[src/rtl/qsu_pkg.sv]
// ----------------------------------------------------------------------------
// qsu_pkg
// Shared types, error codes and character constants for the quoted string
// unescaper.
// ----------------------------------------------------------------------------
package qsu_pkg;

  typedef enum logic [2:0] {
    ERR_NONE     = 3'd0,
    ERR_SHORT    = 3'd1,
    ERR_OPENER   = 3'd2,
    ERR_MISMATCH = 3'd3,
    ERR_ESCAPE   = 3'd4,
    ERR_TRAILING = 3'd5
  } err_t;

  localparam logic [7:0] CH_DQUOTE   = 8'h22;
  localparam logic [7:0] CH_SQUOTE   = 8'h27;
  localparam logic [7:0] CH_BSLASH   = 8'h5C;
  localparam logic [7:0] CH_QMARK    = 8'h3F;
  localparam logic [7:0] CH_ZERO     = 8'h30;
  localparam logic [7:0] CH_LC_A     = 8'h61;
  localparam logic [7:0] CH_LC_B     = 8'h62;
  localparam logic [7:0] CH_LC_F     = 8'h66;
  localparam logic [7:0] CH_LC_N     = 8'h6E;
  localparam logic [7:0] CH_LC_R     = 8'h72;
  localparam logic [7:0] CH_LC_T     = 8'h74;
  localparam logic [7:0] CH_LC_V     = 8'h76;
  localparam logic [7:0] CTL_BEL     = 8'h07;
  localparam logic [7:0] CTL_BS      = 8'h08;
  localparam logic [7:0] CTL_HT      = 8'h09;
  localparam logic [7:0] CTL_LF      = 8'h0A;
  localparam logic [7:0] CTL_VT      = 8'h0B;
  localparam logic [7:0] CTL_FF      = 8'h0C;
  localparam logic [7:0] CTL_CR      = 8'h0D;
  localparam logic [7:0] CTL_NUL     = 8'h00;

  typedef struct packed {
    logic       inside_literal;
    logic       opener_is_single;
    logic [7:0] held_byte;
    logic       held_valid;
    logic       escape_pending;
    err_t       sticky_error;
  } state_t;

  typedef struct packed {
    logic       char_valid;
    logic [7:0] decoded_char;
    logic       string_done;
    err_t       error_code;
  } result_t;

  typedef struct packed {
    logic       ok;
    logic [7:0] ch;
  } esc_t;

  localparam state_t STATE_RESET = '{
    inside_literal:   1'b0,
    opener_is_single: 1'b0,
    held_byte:        8'h00,
    held_valid:       1'b0,
    escape_pending:   1'b0,
    sticky_error:     ERR_NONE
  };

  function automatic esc_t map_escape(input logic [7:0] b);
    esc_t r;
    r.ok = 1'b1;
    r.ch = CTL_NUL;
    case (b)
      CH_BSLASH: r.ch = CH_BSLASH;
      CH_SQUOTE: r.ch = CH_SQUOTE;
      CH_DQUOTE: r.ch = CH_DQUOTE;
      CH_LC_A:   r.ch = CTL_BEL;
      CH_LC_B:   r.ch = CTL_BS;
      CH_LC_F:   r.ch = CTL_FF;
      CH_LC_N:   r.ch = CTL_LF;
      CH_LC_R:   r.ch = CTL_CR;
      CH_LC_T:   r.ch = CTL_HT;
      CH_LC_V:   r.ch = CTL_VT;
      CH_QMARK:  r.ch = CH_QMARK;
      CH_ZERO:   r.ch = CTL_NUL;
      default:   r.ok = 1'b0;
    endcase
    return r;
  endfunction

endpackage

[src/rtl/qsu_ifs.sv]
// ----------------------------------------------------------------------------
// qsu channel interfaces
// Valid/ready channels for raw input bytes and decoded results.
// ----------------------------------------------------------------------------
interface qsu_in_if;
  logic       valid;
  logic       ready;
  logic [7:0] in_byte;
  logic       in_last;

  modport source (output valid, output in_byte, output in_last, input ready);
  modport sink   (input valid, input in_byte, input in_last, output ready);
endinterface

interface qsu_out_if;
  logic       valid;
  logic       ready;
  logic       char_valid;
  logic [7:0] decoded_char;
  logic       string_done;
  logic [2:0] error_code;

  modport source (output valid, output char_valid, output decoded_char,
                  output string_done, output error_code, input ready);
  modport sink   (input valid, input char_valid, input decoded_char,
                  input string_done, input error_code, output ready);
endinterface

[src/rtl/qsu_decode.sv]
// ----------------------------------------------------------------------------
// qsu_decode
// Per-byte decode step: next state and result for one raw byte.
// ----------------------------------------------------------------------------
module qsu_decode (
  input  qsu_pkg::state_t  cur,
  input  logic [7:0]       in_byte,
  input  logic             in_last,
  output qsu_pkg::state_t  nxt,
  output qsu_pkg::result_t res
);
  import qsu_pkg::*;

  logic [7:0] opener;
  logic       is_quote;
  esc_t       esc;
  logic       made;
  logic [7:0] c;

  always_comb begin
    opener   = cur.opener_is_single ? CH_SQUOTE : CH_DQUOTE;
    is_quote = (in_byte == CH_DQUOTE) || (in_byte == CH_SQUOTE);
    esc      = map_escape(in_byte);
    made     = 1'b0;
    c        = CTL_NUL;
    nxt      = cur;
    res      = '0;

    if (!cur.inside_literal) begin
      nxt = STATE_RESET;
      if (in_last) begin
        res.string_done = 1'b1;
        res.error_code  = ERR_SHORT;
      end else begin
        nxt.inside_literal = 1'b1;
        if (is_quote) begin
          nxt.opener_is_single = (in_byte == CH_SQUOTE);
        end else begin
          nxt.sticky_error = ERR_OPENER;
        end
      end
    end else if (in_last) begin
      res.char_valid   = cur.held_valid;
      res.decoded_char = cur.held_valid ? cur.held_byte : CTL_NUL;
      res.string_done  = 1'b1;
      if (cur.sticky_error == ERR_OPENER) begin
        res.error_code = ERR_OPENER;
      end else if (in_byte != opener) begin
        res.error_code = ERR_MISMATCH;
      end else if (cur.sticky_error != ERR_NONE) begin
        res.error_code = cur.sticky_error;
      end else if (cur.escape_pending) begin
        res.error_code = ERR_TRAILING;
      end else begin
        res.error_code = ERR_NONE;
      end
      nxt = STATE_RESET;
    end else begin
      if (cur.escape_pending) begin
        nxt.escape_pending = 1'b0;
        if (esc.ok) begin
          made = 1'b1;
          c    = esc.ch;
        end else if (cur.sticky_error == ERR_NONE) begin
          nxt.sticky_error = ERR_ESCAPE;
        end
      end else if (in_byte == CH_BSLASH) begin
        nxt.escape_pending = 1'b1;
      end else begin
        made = 1'b1;
        c    = in_byte;
      end
      res.char_valid   = cur.held_valid;
      res.decoded_char = cur.held_valid ? cur.held_byte : CTL_NUL;
      nxt.held_valid   = made;
      nxt.held_byte    = made ? c : CTL_NUL;
    end
  end

endmodule

[src/rtl/quoted_string_unescaper_top.sv]
// ----------------------------------------------------------------------------
// quoted_string_unescaper_top
// Decodes a quoted C-style literal, one raw byte per transaction.
// ----------------------------------------------------------------------------
// Usage:
//   in_ch  : raw bytes of the literal, in_last set on the closing byte.
//   out_ch : exactly one result transaction per input transaction. A result
//            carries the previous decoded character (char_valid), and on the
//            final byte string_done plus error_code. Characters of a literal
//            that ends with a nonzero error_code are to be dropped.
//   Result: each result is registered and appears in the cycle after its byte.
//   Throughput: one byte per cycle unless out_ch stalls; decode is a single
//            combinational step between the state and result registers.
//   Stall: the result register holds while out_ch.ready is low; in_ch.ready
//            is high whenever that register is empty or being drained.
//   Reset: rst_n (synchronous, active low) empties the result register and
//            returns the decoder to waiting for an opening quote.
// ----------------------------------------------------------------------------
module quoted_string_unescaper_top (
  input  logic             clk,
  input  logic             rst_n,
  qsu_in_if.sink           in_ch,
  qsu_out_if.source        out_ch
);
  import qsu_pkg::*;

  state_t  state_r;
  state_t  state_nxt;
  result_t res_r;
  result_t res_nxt;
  logic    out_valid_r;
  logic    out_valid_nxt;
  logic    in_acc;

  qsu_decode u_decode (
    .cur     (state_r),
    .in_byte (in_ch.in_byte),
    .in_last (in_ch.in_last),
    .nxt     (state_nxt),
    .res     (res_nxt)
  );

  assign in_ch.ready   = !out_valid_r || out_ch.ready;
  assign in_acc        = in_ch.valid && in_ch.ready;
  assign out_valid_nxt = in_acc || (out_valid_r && !out_ch.ready);

  always_ff @(posedge clk) begin
    if (!rst_n) begin
      state_r     <= STATE_RESET;
      out_valid_r <= 1'b0;
    end else begin
      out_valid_r <= out_valid_nxt;
      if (in_acc) begin
        state_r <= state_nxt;
      end
    end
  end

  always_ff @(posedge clk) begin
    if (in_acc) begin
      res_r <= res_nxt;
    end
  end

  assign out_ch.valid        = out_valid_r;
  assign out_ch.char_valid   = res_r.char_valid;
  assign out_ch.decoded_char = res_r.decoded_char;
  assign out_ch.string_done  = res_r.string_done;
  assign out_ch.error_code   = res_r.error_code;

`ifndef SYNTHESIS
  a_err_only_on_done: assert property (@(posedge clk) disable iff (!rst_n)
    (out_ch.valid && !out_ch.string_done) |-> (out_ch.error_code == ERR_NONE))
    else $error("error code on a non-final result");

  a_nochar_zero: assert property (@(posedge clk) disable iff (!rst_n)
    (out_ch.valid && !out_ch.char_valid) |-> (out_ch.decoded_char == CTL_NUL))
    else $error("decoded_char nonzero without char_valid");

  a_last_closes: assert property (@(posedge clk) disable iff (!rst_n)
    (in_acc && in_ch.in_last) |=> (!state_r.inside_literal && out_ch.string_done))
    else $error("final byte did not close the literal");

  a_accept_loads: assert property (@(posedge clk) disable iff (!rst_n)
    in_acc |=> out_ch.valid)
    else $error("accepted transaction produced no result");
`endif

endmodule
[src/flat_wrapper.sv]
// flat-port wrapper written by rule: the top's interface ports become plain ports
module quoted_string_unescaper_top_flat import qsu_pkg::*;
  (clk, rst_n, in_ch_valid, in_ch_in_byte, in_ch_in_last, in_ch_ready, out_ch_valid, out_ch_char_valid, out_ch_decoded_char, out_ch_string_done, out_ch_error_code, out_ch_ready);
  qsu_in_if in_ch_i ();
  qsu_out_if out_ch_i ();
  input  logic clk;
  input  logic rst_n;
  input wire logic [$bits(in_ch_i.valid)-1:0] in_ch_valid;
  input wire logic [$bits(in_ch_i.in_byte)-1:0] in_ch_in_byte;
  input wire logic [$bits(in_ch_i.in_last)-1:0] in_ch_in_last;
  output wire logic [$bits(in_ch_i.ready)-1:0] in_ch_ready;
  output wire logic [$bits(out_ch_i.valid)-1:0] out_ch_valid;
  output wire logic [$bits(out_ch_i.char_valid)-1:0] out_ch_char_valid;
  output wire logic [$bits(out_ch_i.decoded_char)-1:0] out_ch_decoded_char;
  output wire logic [$bits(out_ch_i.string_done)-1:0] out_ch_string_done;
  output wire logic [$bits(out_ch_i.error_code)-1:0] out_ch_error_code;
  input wire logic [$bits(out_ch_i.ready)-1:0] out_ch_ready;
  assign in_ch_i.valid = in_ch_valid;
  assign in_ch_i.in_byte = in_ch_in_byte;
  assign in_ch_i.in_last = in_ch_in_last;
  assign in_ch_ready = in_ch_i.ready;
  assign out_ch_valid = out_ch_i.valid;
  assign out_ch_char_valid = out_ch_i.char_valid;
  assign out_ch_decoded_char = out_ch_i.decoded_char;
  assign out_ch_string_done = out_ch_i.string_done;
  assign out_ch_error_code = out_ch_i.error_code;
  assign out_ch_i.ready = out_ch_ready;
  quoted_string_unescaper_top u_core (.clk(clk), .rst_n(rst_n), .in_ch(in_ch_i), .out_ch(out_ch_i));
endmodule
[config.mk]
export PLATFORM = sky130hd
export DESIGN_NAME = quoted_string_unescaper_top_flat
export DESIGN_NICKNAME = d
export VERILOG_FILES = /design/src/rtl/qsu_pkg.sv /design/src/rtl/qsu_ifs.sv /design/src/rtl/qsu_decode.sv /design/src/rtl/quoted_string_unescaper_top.sv /design/src/flat_wrapper.sv
export SDC_FILE = /design/constraint.sdc
export NUM_CORES = 1
export LEC_CHECK = 0
export ABC_AREA = 1
export BUFFER_PORTS_ARGS = -buffer_cell sky130_fd_sc_hd__buf_2
export CAP_MARGIN = 40
export CORE_MARGIN = 8
export CORE_UTILIZATION = 25
export DETAILED_ROUTE_END_ITERATION = 8
export PLACE_DENSITY = 0.49
export SYNTH_ARGS = -nofsm -noshare
export SYNTH_HDL_FRONTEND = slang
export SYNTH_HIERARCHICAL = 1
export SYNTH_SLANG_ARGS = --single-unit
export TNS_END_PERCENT = 20
[constraint.sdc]
create_clock -name clk -period 1.9 [get_ports clk]
set_input_delay 0.19 -clock clk [delete_from_list [all_inputs] [get_ports clk]]
set_output_delay 0.19 -clock clk [all_outputs]
set_load 0.005 [all_outputs]
---- Word level (Yosys, flattened, before mapping) ----
Cells that the tools add are included.
Widths: inputs -> output; s select.
operators by class
  $add $sub $neg .......................... 0
  $mul .................................... 0
  div/mod/pow operators ................... 0
  magnitude comparators ................... 0
  equality and inequality tests ........... 18
  shift operators ......................... 0
  muxes and demuxes ....................... 31
  bitwise logic cells ..................... 0
  reductions and logical operators ........ 13
operators by type and width
  operator            number
  $pmux 7 s11         1
  $eq 8x7->1 const B  8
  $eq 8x6->1 const B  4
  $mux 8              4
  $mux 3              8
  $mux 15             1
  $mux 13             1
  $mux 4              3
  $reduce_or 12->1    1
  $mux 1              9
  $ne 3x3->1 const B  3
  $mux 2              4
  $ne 8x8->1          1
  $reduce_and 2->1    2
  $reduce_and 4->1    1
  $eq 3x2->1 const B  1
  $logic_not 3->1     1
  $logic_or 1x1->1    3
  $reduce_bool 3->1   1
  $logic_and 1x1->1   2
  $logic_not 1->1     2
  $ne 2x2->1 const B  1
storage, ports and cells
  bits in registers ....................... 29
  latch bits .............................. 0
  bits in writable memories ............... 0
  memory bits (read-only) ................. 0
  input bits .............................. 13
  memories ................................ 0

---- Longest topological paths before layout ----
Gate-level depths: netlist of the first run.
  depth after elaboration ................. 10
  depth in mapped cells ................... 13
  depth with buffers taken out ............ 13

---- Cells and area by module ----
Netlist of the first run, hierarchy kept.
modules (own cells, without submodules)
  module                       times used  cells each  area each (um^2)  sequential area each (um^2)
  quoted_string_unescaper_top  1           116         1198.6            710.7
  qsu_decode                   1           155         685.7             0.0

---- Least setup slack after synthesis of the first run ----
Ideal clock, no wire load.
  path type ............................... reg-to-reg
  from .................................... register u_core.out_valid_r (netlist: u_core/out_ch.valid)
  to ...................................... register u_core.res_r, in the netlist u_core/out_ch.char_valid, enable pin
  setup time .............................. 387 ps
  arrival ................................. 1036 ps
  required time ........................... 1513 ps
  setup slack ............................. 477 ps
  cell stages (with the launch flop) ...... 2
  clock period less this slack ............ 1423 ps
  cell sequence ........................... dfxtp_1 -> a21oi_1
on the way
  word-level cells in the longest chain between the ends .. 3
ends and longest elaborated chain
  element                  line                               source
  from (decl)              quoted_string_unescaper_top.sv:31  logic out_valid_r;
  from (signal assigned)   quoted_string_unescaper_top.sv:52  out_valid_r <= out_valid_nxt;
  $logic_not 1->1          quoted_string_unescaper_top.sv:43  assign in_ch.ready = !out_valid_r || out_ch.ready;
  $logic_or 1x1->1         quoted_string_unescaper_top.sv:43
  $logic_and 1x1->1        quoted_string_unescaper_top.sv:44  assign in_acc = in_ch.valid && in_ch.ready;
  named net u_core.in_acc  quoted_string_unescaper_top.sv:33  logic in_acc;
  to (signal assigned)     quoted_string_unescaper_top.sv:61  res_r <= res_nxt;
  to (decl)                quoted_string_unescaper_top.sv:29  result_t res_r;
The timed path passes the listed nets, and every way through them passes these cells.
A chain may end at the register's enable or synchronous reset.

---- Final worst setup path of the first run ----
  from .................................... register u_core.out_valid_r (netlist: u_core/out_ch.valid)
  to ...................................... output port in_ch_ready
on the way
  word-level cells in the longest chain between the ends .. 2
ends and longest elaborated chain
  element           line                               source
  $logic_not 1->1   quoted_string_unescaper_top.sv:43
  $logic_or 1x1->1  quoted_string_unescaper_top.sv:43
  to (decl)         flat_wrapper.sv:11                 output wire logic [$bits(in_ch_i.ready)-1:0] in_ch_ready;
No other way between the ends.

==> reports/results.md, run 1 <==
### Global route
- 2.03% — met3 Track Usage GR
- 0 — initial antenna violation count
- 33 — maximum number of pins on one net before global-route repair
- 7800 um — global-route wire length before repair
- met2 — global-route layer with the greatest usage
- 0 — Remaining Overflow, GRT
- 1,740 — vias in the first global route
- 9.40% — GRT Resource Usage Total
- 16.8% — met2 layer usage reported by global route
- 10.5% — global-route track usage on met1

### Routing
- 95 — number of DRC violations after detailed-routing iteration 0
- 11.2 um — detailed-route wire length per cell
- 4500 um — wire length after detailed routing
- 0 — DRC violations left
- 0 — Final ANT Viol Nets
- 1,734 — overall via count from detail_route
- 4 — length of the first detailed-routing pass in iterations
- 4.32 — vias per cell

### Finish
- 15.1% — layout-stage area growth over the synthesis result
- 851 — Filler Cell Count
- 711 um2 — area of all sequential standard cells
- 2170 um2 — cell area after layout
- 401 — non-filler instance count after layout
- 314 — Final nets
- 0 — n_diodes
- 916 um2 — total area of multi-input combinational cells
- 23.5% — proportion of layout cells with a drive suffix above 1

### Critical path
- u_core/state_r[14] — r2r startpoint
- nand2_2 — slowest library cell on the worst path
- 1.35 ns — critical path arrival
- reg2out — Critical Setup Path Class
- u_core/state_r[11] — worst reg2reg path endpoint
- 0.45 ns — R2R setup slack
- 1.71 ns — worst path required time
- register — CP Launch Type
- 0.50 ns — slowest stage delay, CP
- simple AND/OR/NAND/NOR gates — critical path's top delay family
- primary output — Setup crit end kind
- 7 — worst reg2reg path depth
- 2 — total stage count of the critical path
- 32 — Crit Path Max Fanout
- 1 — buffers and inverters on the worst path
- nand2_2 -> buf_2 — crit path cell chain

### Worst hold path
- in2reg — class of the tightest hold or removal check
- in_ch_valid — hold path start
- 3 — Hold Path Cell Cnt
- u_core/out_ch.valid — Hold EP

### Synthesis
- 37.7% — post-synthesis sequential area ratio
- 271 — synthesized instance count
- 284 — number of nets produced by synthesis
- nand2_1 — cell with the most instances after synthesis
- 20.7% — Synth top area share
- nand2_1 (57), nor2_1 (52), inv_1 (40) — most frequent cells after synthesis
- 1880 um2 — mapped cell area
- dfxtp_1 — Top FF cell, synth
- 0% — share of synthesized flip-flops with an asynchronous set or reset
- 6 — total of warnings raised by yosys
- edfxtp_1 — dominant cell type by area after synthesis
- edfxtp_1 (21%), dfxtp_1 (17%), nand2_1 (11%), nor2_1 (10%), inv_1 (8.0%) — Synth area leaders
- 6.95 um2 — Mean Syn Cell Area
- 27 — unique cell type count in the Yosys netlist
- 29 — post-synthesis register bit count
- 13 — number of synthesized flops with an enable pin

### Die
- 103 um — die height
- 31 — row count
- 10,600 um2 — overall die area
- 28 — count of pins on the block boundary
- 25.8% — Initial Util
- 7290 um2 — area of the core
- 103 um — Die Wd

### Power and ir drop
- 17.2% — Logic pwr share
- 654 nW/um2 — power per cell area
- 1.02 nW — leakage component of the power
- 27.8% — fraction of power spent switching nets
- 0.000394 W — reported net switching power
- 49.8% — sequential cell fraction of total power
- 206 uV — peak supply drop
- 33.0% — share of power burned in the clock network
- 0.00103 W — internal power component

### Clock tree
- 2 — number of H-tree levels
- 2 — Max clock buf depth
- 0 — Post-CTS Setup Bufs
- 0.28 ns — clock latency reported for the late side of the worst-skew pair
- yes — clock tree from TritonCTS
- clkbuf_8 — Clock Root Buffer
- 5 — total clock buffers created by CTS
- 29 — CTS sink cnt
- 0 — cts-stage hold buffer count
- 0.06 ns — clock transition time at the flip-flop clock pins of the worst setup and hold paths
- 0 — Resized Gates After CTS

### Timing
- 0.362 ns — min setup slack post-route
- false — unrepaired setup endpoints after global routing
- 0.669 ns — transition time at the pin with the least slew margin
- 0.00403 ns — post-route clock skew
- 0 — Final Max Tran Viols
- 1.54 ns — post-route minimum period
- 0 — final-report setup violation count
- 81.0% — final cycle utilization of the critical path
- 0 ns — final setup TNS
- 55.2% — headroom to the max-slew limit
- 650 MHz — highest attainable clock frequency
- 0 — final count of hold timing violations
- 0.187 ns — worst hold margin

### Placement
- 393 — Cells after DPL
- 2090 um2 — post-placement cell area
- 3380 um — total half-perimeter wirelength after legalization and detailed placement
- 27 — count of port buffers added during placement
- 0.785 — last weighted congestion value of the routability-driven placer
- 0.257 ns — Worst Setup Slack post-DPL

### Job
- 0 — total of max-cap violations

### Run status
- finished, final reports clean — status

[per-layer routing]
layer  wire length, um  vias to the layer above  part of all wire [%]
li1                  -                      906                     -
met1              2020                      792                    45
met2              2220                       29                    49
met3               173                        7                   3.8
met4                86                        0                   1.9
met5                 0                        -                     0
[worst reg2reg max path: stages, from the launching register on]
cell,delay (ns)
dfxtp_1,0.34
clkinv_1,0.19
buf_4,0.22
nor4_1,0.32
inv_1,0.10
nand3_2,0.08
nand2_1,0.06
nor2_1,0.08
[cells by family after synthesis]
family	Yosys count	share of synthesized area, %
simple gates	160	40.3
buf+inv	53	13.7
flops	29	37.7
compound gates	29	8.30
[state kept, by name, summed over array words and instances, names as in the netlist]
name	cells
u_core/out_ch.char_valid	1
u_core/out_ch.valid	1
u_core/out_ch.decoded_char	8
u_core/out_ch.error_code	3
u_core/out_ch.string_done	1
u_core/state_r	15
[cell usage in the layout, fill, tap and decap left out, types with 5 or more instances in the layout]
master	instances
nand3_2	11
edfxtp_1	13
buf_2	27
buf_4	5
dfxtp_1	16
nor2_1	52
clkbuf_8	5
nand3_1	16
inv_1	40
nor2_2	10
a21oi_1	21
nand2_2	7
nand2_1	57
[per-stage QoR]
step | utilization (%) | total power [W]
final | 29.8 | 0.00142
after global routing | 29.8 | 0.00151
after CTS | 29.8 | 0.00144
after detailed placement | 28.6 | 0.000967
after global placement | 28.6 | 0.000966
after floorplan | - | 0.000896
[power by group through the flow]
stage | clock [W] | combinational (W) | sequential (W)
3_5_place_dp | 0 | 0.000247 | 0.000720
3_3_place_gp | 0 | 0.000248 | 0.000719
2_1_floorplan | 0 | 0.000176 | 0.000720
4_1_cts | 0.000489 | 0.000248 | 0.000706
6_report | 0.000468 | 0.000245 | 0.000706
5_1_grt | 0.000519 | 0.000281 | 0.000711
[area by class of cell]
| class | count | area share, % |
|---|---|---|
| multi-input cells | 189 | 42.2 |
| flip-flops and latches | 29 | 32.8 |
| repair buffers | 32 | 7.96 |
| inverters | 44 | 7.61 |
| well taps | 99 | 5.71 |
| clock buffers | 5 | 3.17 |
| clock inverters | 3 | 0.577 |
[worst max-delay path by stage]
stage                   startpoint                  endpoint  slack (ns)
5_1_grt        u_core/out_ch.valid               in_ch_ready        0.25
3_3_place_gp      in_ch_in_byte[7]         u_core/state_r[8]        0.29
2_1_floorplan  u_core/out_ch.valid  u_core/out_ch.char_valid        0.48
4_1_cts        u_core/out_ch.valid               in_ch_ready        0.34
3_5_place_dp      in_ch_in_byte[7]         u_core/state_r[9]        0.26
6_report       u_core/out_ch.valid               in_ch_ready        0.36
Power figures use the tool's default switching activity.
==> run 2: changes to the inputs <==
- PLACE_DENSITY: 0.49 -> 0.51
- clock period: 1.9 -> 1.35 ns (I/O delays scaled with it)
==> run 2 against run 1 <==
Effect of this change:
- first-iteration DRC count grew 8.4%
- combinational power increased by 56%
- wire length fell by 1.5%
- design area increased by 8.6%
- register-to-register slack worse by 0.30 ns
- clock power is 84% higher
- sequential cell count stayed put
- utilization up 2.6 points
- clock skew fell by 0.00062 ns
- critical path depth up 1
- critical path type unchanged
- critical endpoint unchanged
==> reports/results.md, run 2 (synthesis gave the netlist of run 1 again) <==
### Placement
- -0.175 ns — Worst Setup Slack post-DPL
- 3460 um — total half-perimeter wirelength after legalization and detailed placement
- 0.824 — last weighted congestion value of the routability-driven placer
- 27 — count of port buffers added during placement
- 2230 um2 — post-placement cell area

### Worst hold path
- in2reg — class of the tightest hold or removal check

### Timing
- 76.5% — headroom to the max-slew limit
- 93.2% — final cycle utilization of the critical path
- true — unrepaired setup endpoints after global routing
- 0 — Final Max Tran Viols
- 0 — final-report setup violation count
- 1.26 ns — post-route minimum period
- 0.353 ns — transition time at the pin with the least slew margin
- 0.0911 ns — min setup slack post-route
- 0.00341 ns — post-route clock skew
- 794 MHz — highest attainable clock frequency
- 0 — final count of hold timing violations

### Global route
- 15.6% — met2 layer usage reported by global route
- met2 — global-route layer with the greatest usage
- 7620 um — global-route wire length before repair
- 1,735 — vias in the first global route
- 31 — maximum number of pins on one net before global-route repair
- 0 — initial antenna violation count
- 0 — Remaining Overflow, GRT
- 10.7% — global-route track usage on met1
- 2.16% — met3 Track Usage GR
- 9.08% — GRT Resource Usage Total

### Clock tree
- clkbuf_8 — Clock Root Buffer
- 5 — total clock buffers created by CTS
- 0 — cts-stage hold buffer count
- 29 — CTS sink cnt
- 0.28 ns — clock latency reported for the late side of the worst-skew pair
- 2 — number of H-tree levels
- 0.06 ns — clock transition time at the flip-flop clock pins of the worst setup and hold paths
- yes — clock tree from TritonCTS
- 2 — Max clock buf depth

### Routing
- 4 — length of the first detailed-routing pass in iterations
- 4440 um — wire length after detailed routing
- 103 — number of DRC violations after detailed-routing iteration 0
- 0 — DRC violations left
- 10.6 um — detailed-route wire length per cell
- 0 — Final ANT Viol Nets
- 1,758 — overall via count from detail_route
- 4.21 — vias per cell

### Power and ir drop
- 1.12 nW — leakage component of the power
- 421 uV — peak supply drop
- 951 nW/um2 — power per cell area
- 0.00224 W — overall power

### Die
- 25.8% — Initial Util
- 10,600 um2 — overall die area
- 31 — row count
- 28 — count of pins on the block boundary
- 103 um — Die Wd
- 103 um — die height
- 7290 um2 — area of the core

### Finish
- 25.0% — layout-stage area growth over the synthesis result
- 32.3% — end-of-flow core utilization
- nand2_1 (57), nor2_1 (49), inv_1 (39) — leading cell types in the layout, fill and taps excluded
- 331 — Final nets
- nand2_1 — most frequent standard cell in the layout excluding fill and tap cells
- 823 — Filler Cell Count
- 15 — max FFs per register
- 2360 um2 — cell area after layout
- 0 — n_diodes
- u_core/state_r — Top reg by flops
- 29.5% — proportion of layout cells with a drive suffix above 1

### Critical path
- 1.22 ns — worst path required time
- 0.40 ns — slowest stage delay, CP
- 0.15 ns — R2R setup slack
- reg2out — Critical Setup Path Class
- 24 — Crit Path Max Fanout
- 2 — buffers and inverters on the worst path
- dfxtp_1 — slowest library cell on the worst path
- primary output — Setup crit end kind
- nand2_4 -> buf_12 -> buf_2 — crit path cell chain
- register — CP Launch Type
- flip-flops — critical path's top delay family
- 1.12 ns — critical path arrival

### Job
- 0 — total of max-cap violations

### Run status
- finished, final reports clean — status

## run 2: cell types whose count changed in the layout (fill, tap and decap cells not counted), sizes merged
cell | previous run | this run
inv | 43 | 44
buf | 32 | 49
bufinv | 0 | 1
clkinv | 4 | 1
clkbuf | 5 | 6
## run 2: per-layer routing
metal  vias to the layer above  wire (um)
met5                         -          0
met1                       790       2080
met2                        21       2140
li1                        941          -
met4                         0         62
met3                         6        152
## run 2: worst reg2reg max path, cell delays in order, from the launching register on
cell and delay [ns]:
dfxtp_1 0.35, buf_4 0.19, a31oi_1 0.09, inv_1 0.08
nand2_1 0.05, a21oi_1 0.12, inv_1 0.05, nand3_1 0.07
nand2_1 0.05, nor2_1 0.09
## run 2: through the flow
stage,hold slack (ns),cells,TNS [ns]
floorplan,0.256,271,0
global placement,0.437,410,-1.18
detailed placement,0.443,410,-1.08
CTS,0.147,418,0
global route,0.164,418,-0.0391
finish,0.153,418,0
## run 2: power by group
group	internal [W]	switching, W
clock	0.000544	0.000319
sequential	0.000970	0.0000248
combinational	0.000157	0.000226
## run 2: repair_timing
action	in CTS	in global routing
gates resized for setup	0	7
setup buffers	0	0
setup endpoints to repair	0	11
## run 2: path summary, 6_finish.rpt
check,startpoint,end,depth (start not counted)
hold / removal,in_ch_valid,u_core/out_ch.valid,3
setup / recovery,u_core/out_ch.valid,in_ch_ready,3
hold reg to reg,u_core/state_r[8],u_core/state_r[8],2
setup reg to reg,u_core/state_r[3],u_core/state_r[2],9
## run 2: layout make-up
type	count	area (um2)	area share, %
Tap cell	99	124	5.26
Multi-Input combinational cell	189	937	39.8
Inverter	44	165	7.01
Timing Repair Buffer	49	313	13.3
Sequential cell	29	711	30.2
Clock buffer	6	72.6	3.08
Clock inverter	2	33.8	1.43
==> run 3: changes to the inputs <==
- CORE_ASPECT_RATIO: unset -> 1.2
==> run 3 against run 2 <==
Effect of this change:
- cell count is 2.9% lower
- non-clock buffer count fell by 3
- combinational power hardly changed
- setup slack worse by 0.018 ns
- first-iteration DRC count grew 49%
- total power down 7.6%
- register-to-register slack got worse by 0.03 ns
- clock skew up 0.0074 ns
- global-route usage up 0.26 points
==> reports/results.md, run 3 (synthesis gave the netlist of run 1 again) <==
### Run status
- finished, final reports clean — status

### Placement
- 398 — Cells after DPL
- -0.132 ns — Worst Setup Slack post-DPL
- 27 — count of port buffers added during placement
- 3450 um — total half-perimeter wirelength after legalization and detailed placement
- 2200 um2 — post-placement cell area
- 0.843 — last weighted congestion value of the routability-driven placer

### Critical path
- u_core/out_ch.valid — start point of the critical path
- 7 — worst reg2reg path depth
- reg2out — Critical Setup Path Class
- u_core/state_r[14] — r2r startpoint
- 1.14 ns — critical path arrival
- register — CP Launch Type
- 25 — Crit Path Max Fanout
- in_ch_ready — timing endpoint of the critical path
- u_core/state_r[11] — worst reg2reg path endpoint
- 0.12 ns — R2R setup slack
- 1.22 ns — worst path required time
- primary output — Setup crit end kind

### Power and ir drop
- 1.10 nW — leakage component of the power
- 322 uV — peak supply drop
- 899 nW/um2 — power per cell area
- 0.00207 W — overall power

### Clock tree
- 2 — number of H-tree levels
- yes — clock tree from TritonCTS
- 0 — Post-CTS Setup Bufs
- 0 — cts-stage hold buffer count
- 5 — total clock buffers created by CTS
- 29 — CTS sink cnt
- 0.07 ns — clock transition time at the flip-flop clock pins of the worst setup and hold paths
- clkbuf_8 — Clock Root Buffer
- 2 — Max clock buf depth
- 0.28 ns — clock latency reported for the late side of the worst-skew pair

### Finish
- 328 — Final nets
- nand2_1 — most frequent standard cell in the layout excluding fill and tap cells
- nand2_1 (57), nor2_1 (51), inv_1 (40) — leading cell types in the layout, fill and taps excluded
- 2300 um2 — cell area after layout
- 0 — n_diodes
- u_core/state_r — Top reg by flops
- 28.8% — proportion of layout cells with a drive suffix above 1
- 15 — max FFs per register
- 22.2% — layout-stage area growth over the synthesis result
- 406 — non-filler instance count after layout

### Routing
- 11.0 um — detailed-route wire length per cell
- 153 — number of DRC violations after detailed-routing iteration 0
- 4480 um — wire length after detailed routing
- 0 — DRC violations left
- 4 — length of the first detailed-routing pass in iterations
- 0 — Final ANT Viol Nets
- 1,755 — overall via count from detail_route
- 4.32 — vias per cell

### Global route
- 0 — initial antenna violation count
- 8140 um — global-route wire length before repair
- 9.34% — GRT Resource Usage Total
- 31 — maximum number of pins on one net before global-route repair
- 0 — Remaining Overflow, GRT
- 1,745 — vias in the first global route

### Timing
- 0.0735 ns — min setup slack post-route
- 0 — final-report setup violation count
- 94.6% — final cycle utilization of the critical path
- 75.3% — headroom to the max-slew limit
- true — unrepaired setup endpoints after global routing
- 0 — final count of hold timing violations
- 0.0108 ns — post-route clock skew
- 783 MHz — highest attainable clock frequency
- 0 — Final Max Tran Viols
- 1.28 ns — post-route minimum period
- 0.370 ns — transition time at the pin with the least slew margin

### Die
- 28 — count of pins on the block boundary
- 10,600 um2 — overall die area
- 111 um — die height
- 7270 um2 — area of the core
- 34 — row count
- 25.9% — Initial Util
- 95.3 um — Die Wd

### Worst hold path
- in2reg — class of the tightest hold or removal check

### Job
- 0 — total of max-cap violations

-- run 3: cell count changes in the layout (fill, tap and decap cells not counted), moves of 2 or more --
cell	before	now
buf_4	21	18
clkinv_2	0	2
nor2_1	49	51
nor2_2	12	10
-- run 3: repair_timing --
action	CTS	global route
endpoints found under the setup margin	2	8
pin swaps	0	0
gates resized for setup	2	3
-- run 3: report_power, final --
group / switching, W / internal, W
Combinational: 0.000227 / 0.000152
Clock: 0.000341 / 0.000355
Sequential: 0.0000245 / 0.000970
-- run 3: routing by layer --
metal / vias to the layer above / global-route usage (%) / wire [um]
met5: - / 0 / 0
met4: 0 / 4.80 / 104
met3: 4 / 2.10 / 181
met2: 27 / 14.7 / 2070
met1: 786 / 11.4 / 2120
li1: 938 / - / -
-- run 3: final cells by class --
class	instances	area, um2
clock buffers	5	68.8
flip-flops and latches	29	711
well taps	90	113
clock inverters	3	17.5
inverters	44	165
fillers	811	4970
repair buffers	46	290
multi-input cells	189	938
-- run 3: metrics by stage --
step,util [%],hold slack (ns),setup TNS [ns]
finish,31.7,0.154,0
global route,31.7,0.173,-0.0640
CTS,31.5,0.139,0
detailed placement,30.2,0.443,-0.880
global placement,30.2,0.435,-0.849
floorplan,-,0.256,0
-- run 3: worst min-delay path by stage --
| stage | startpoint | endpoint | slack (ns) | cells past startpoint |
|---|---|---|---|---|
| 2_1_floorplan | rst_n | u_core/state_r[2] | 0.26 | 2 |
| 3_3_place_gp | in_ch_valid | u_core/out_ch.valid | 0.43 | 3 |
| 3_5_place_dp | in_ch_valid | u_core/out_ch.valid | 0.44 | 3 |
| 4_1_cts | in_ch_valid | u_core/out_ch.valid | 0.14 | 3 |
| 5_1_grt | in_ch_valid | u_core/out_ch.valid | 0.17 | 3 |
| 6_report | in_ch_valid | u_core/out_ch.valid | 0.15 | 3 |
-- run 3: worst max-delay path, cell delays in order, from the launching register on --
cell     delay [ns]
dfxtp_1        0.41
nand2_4        0.12
buf_12         0.18
buf_2          0.14
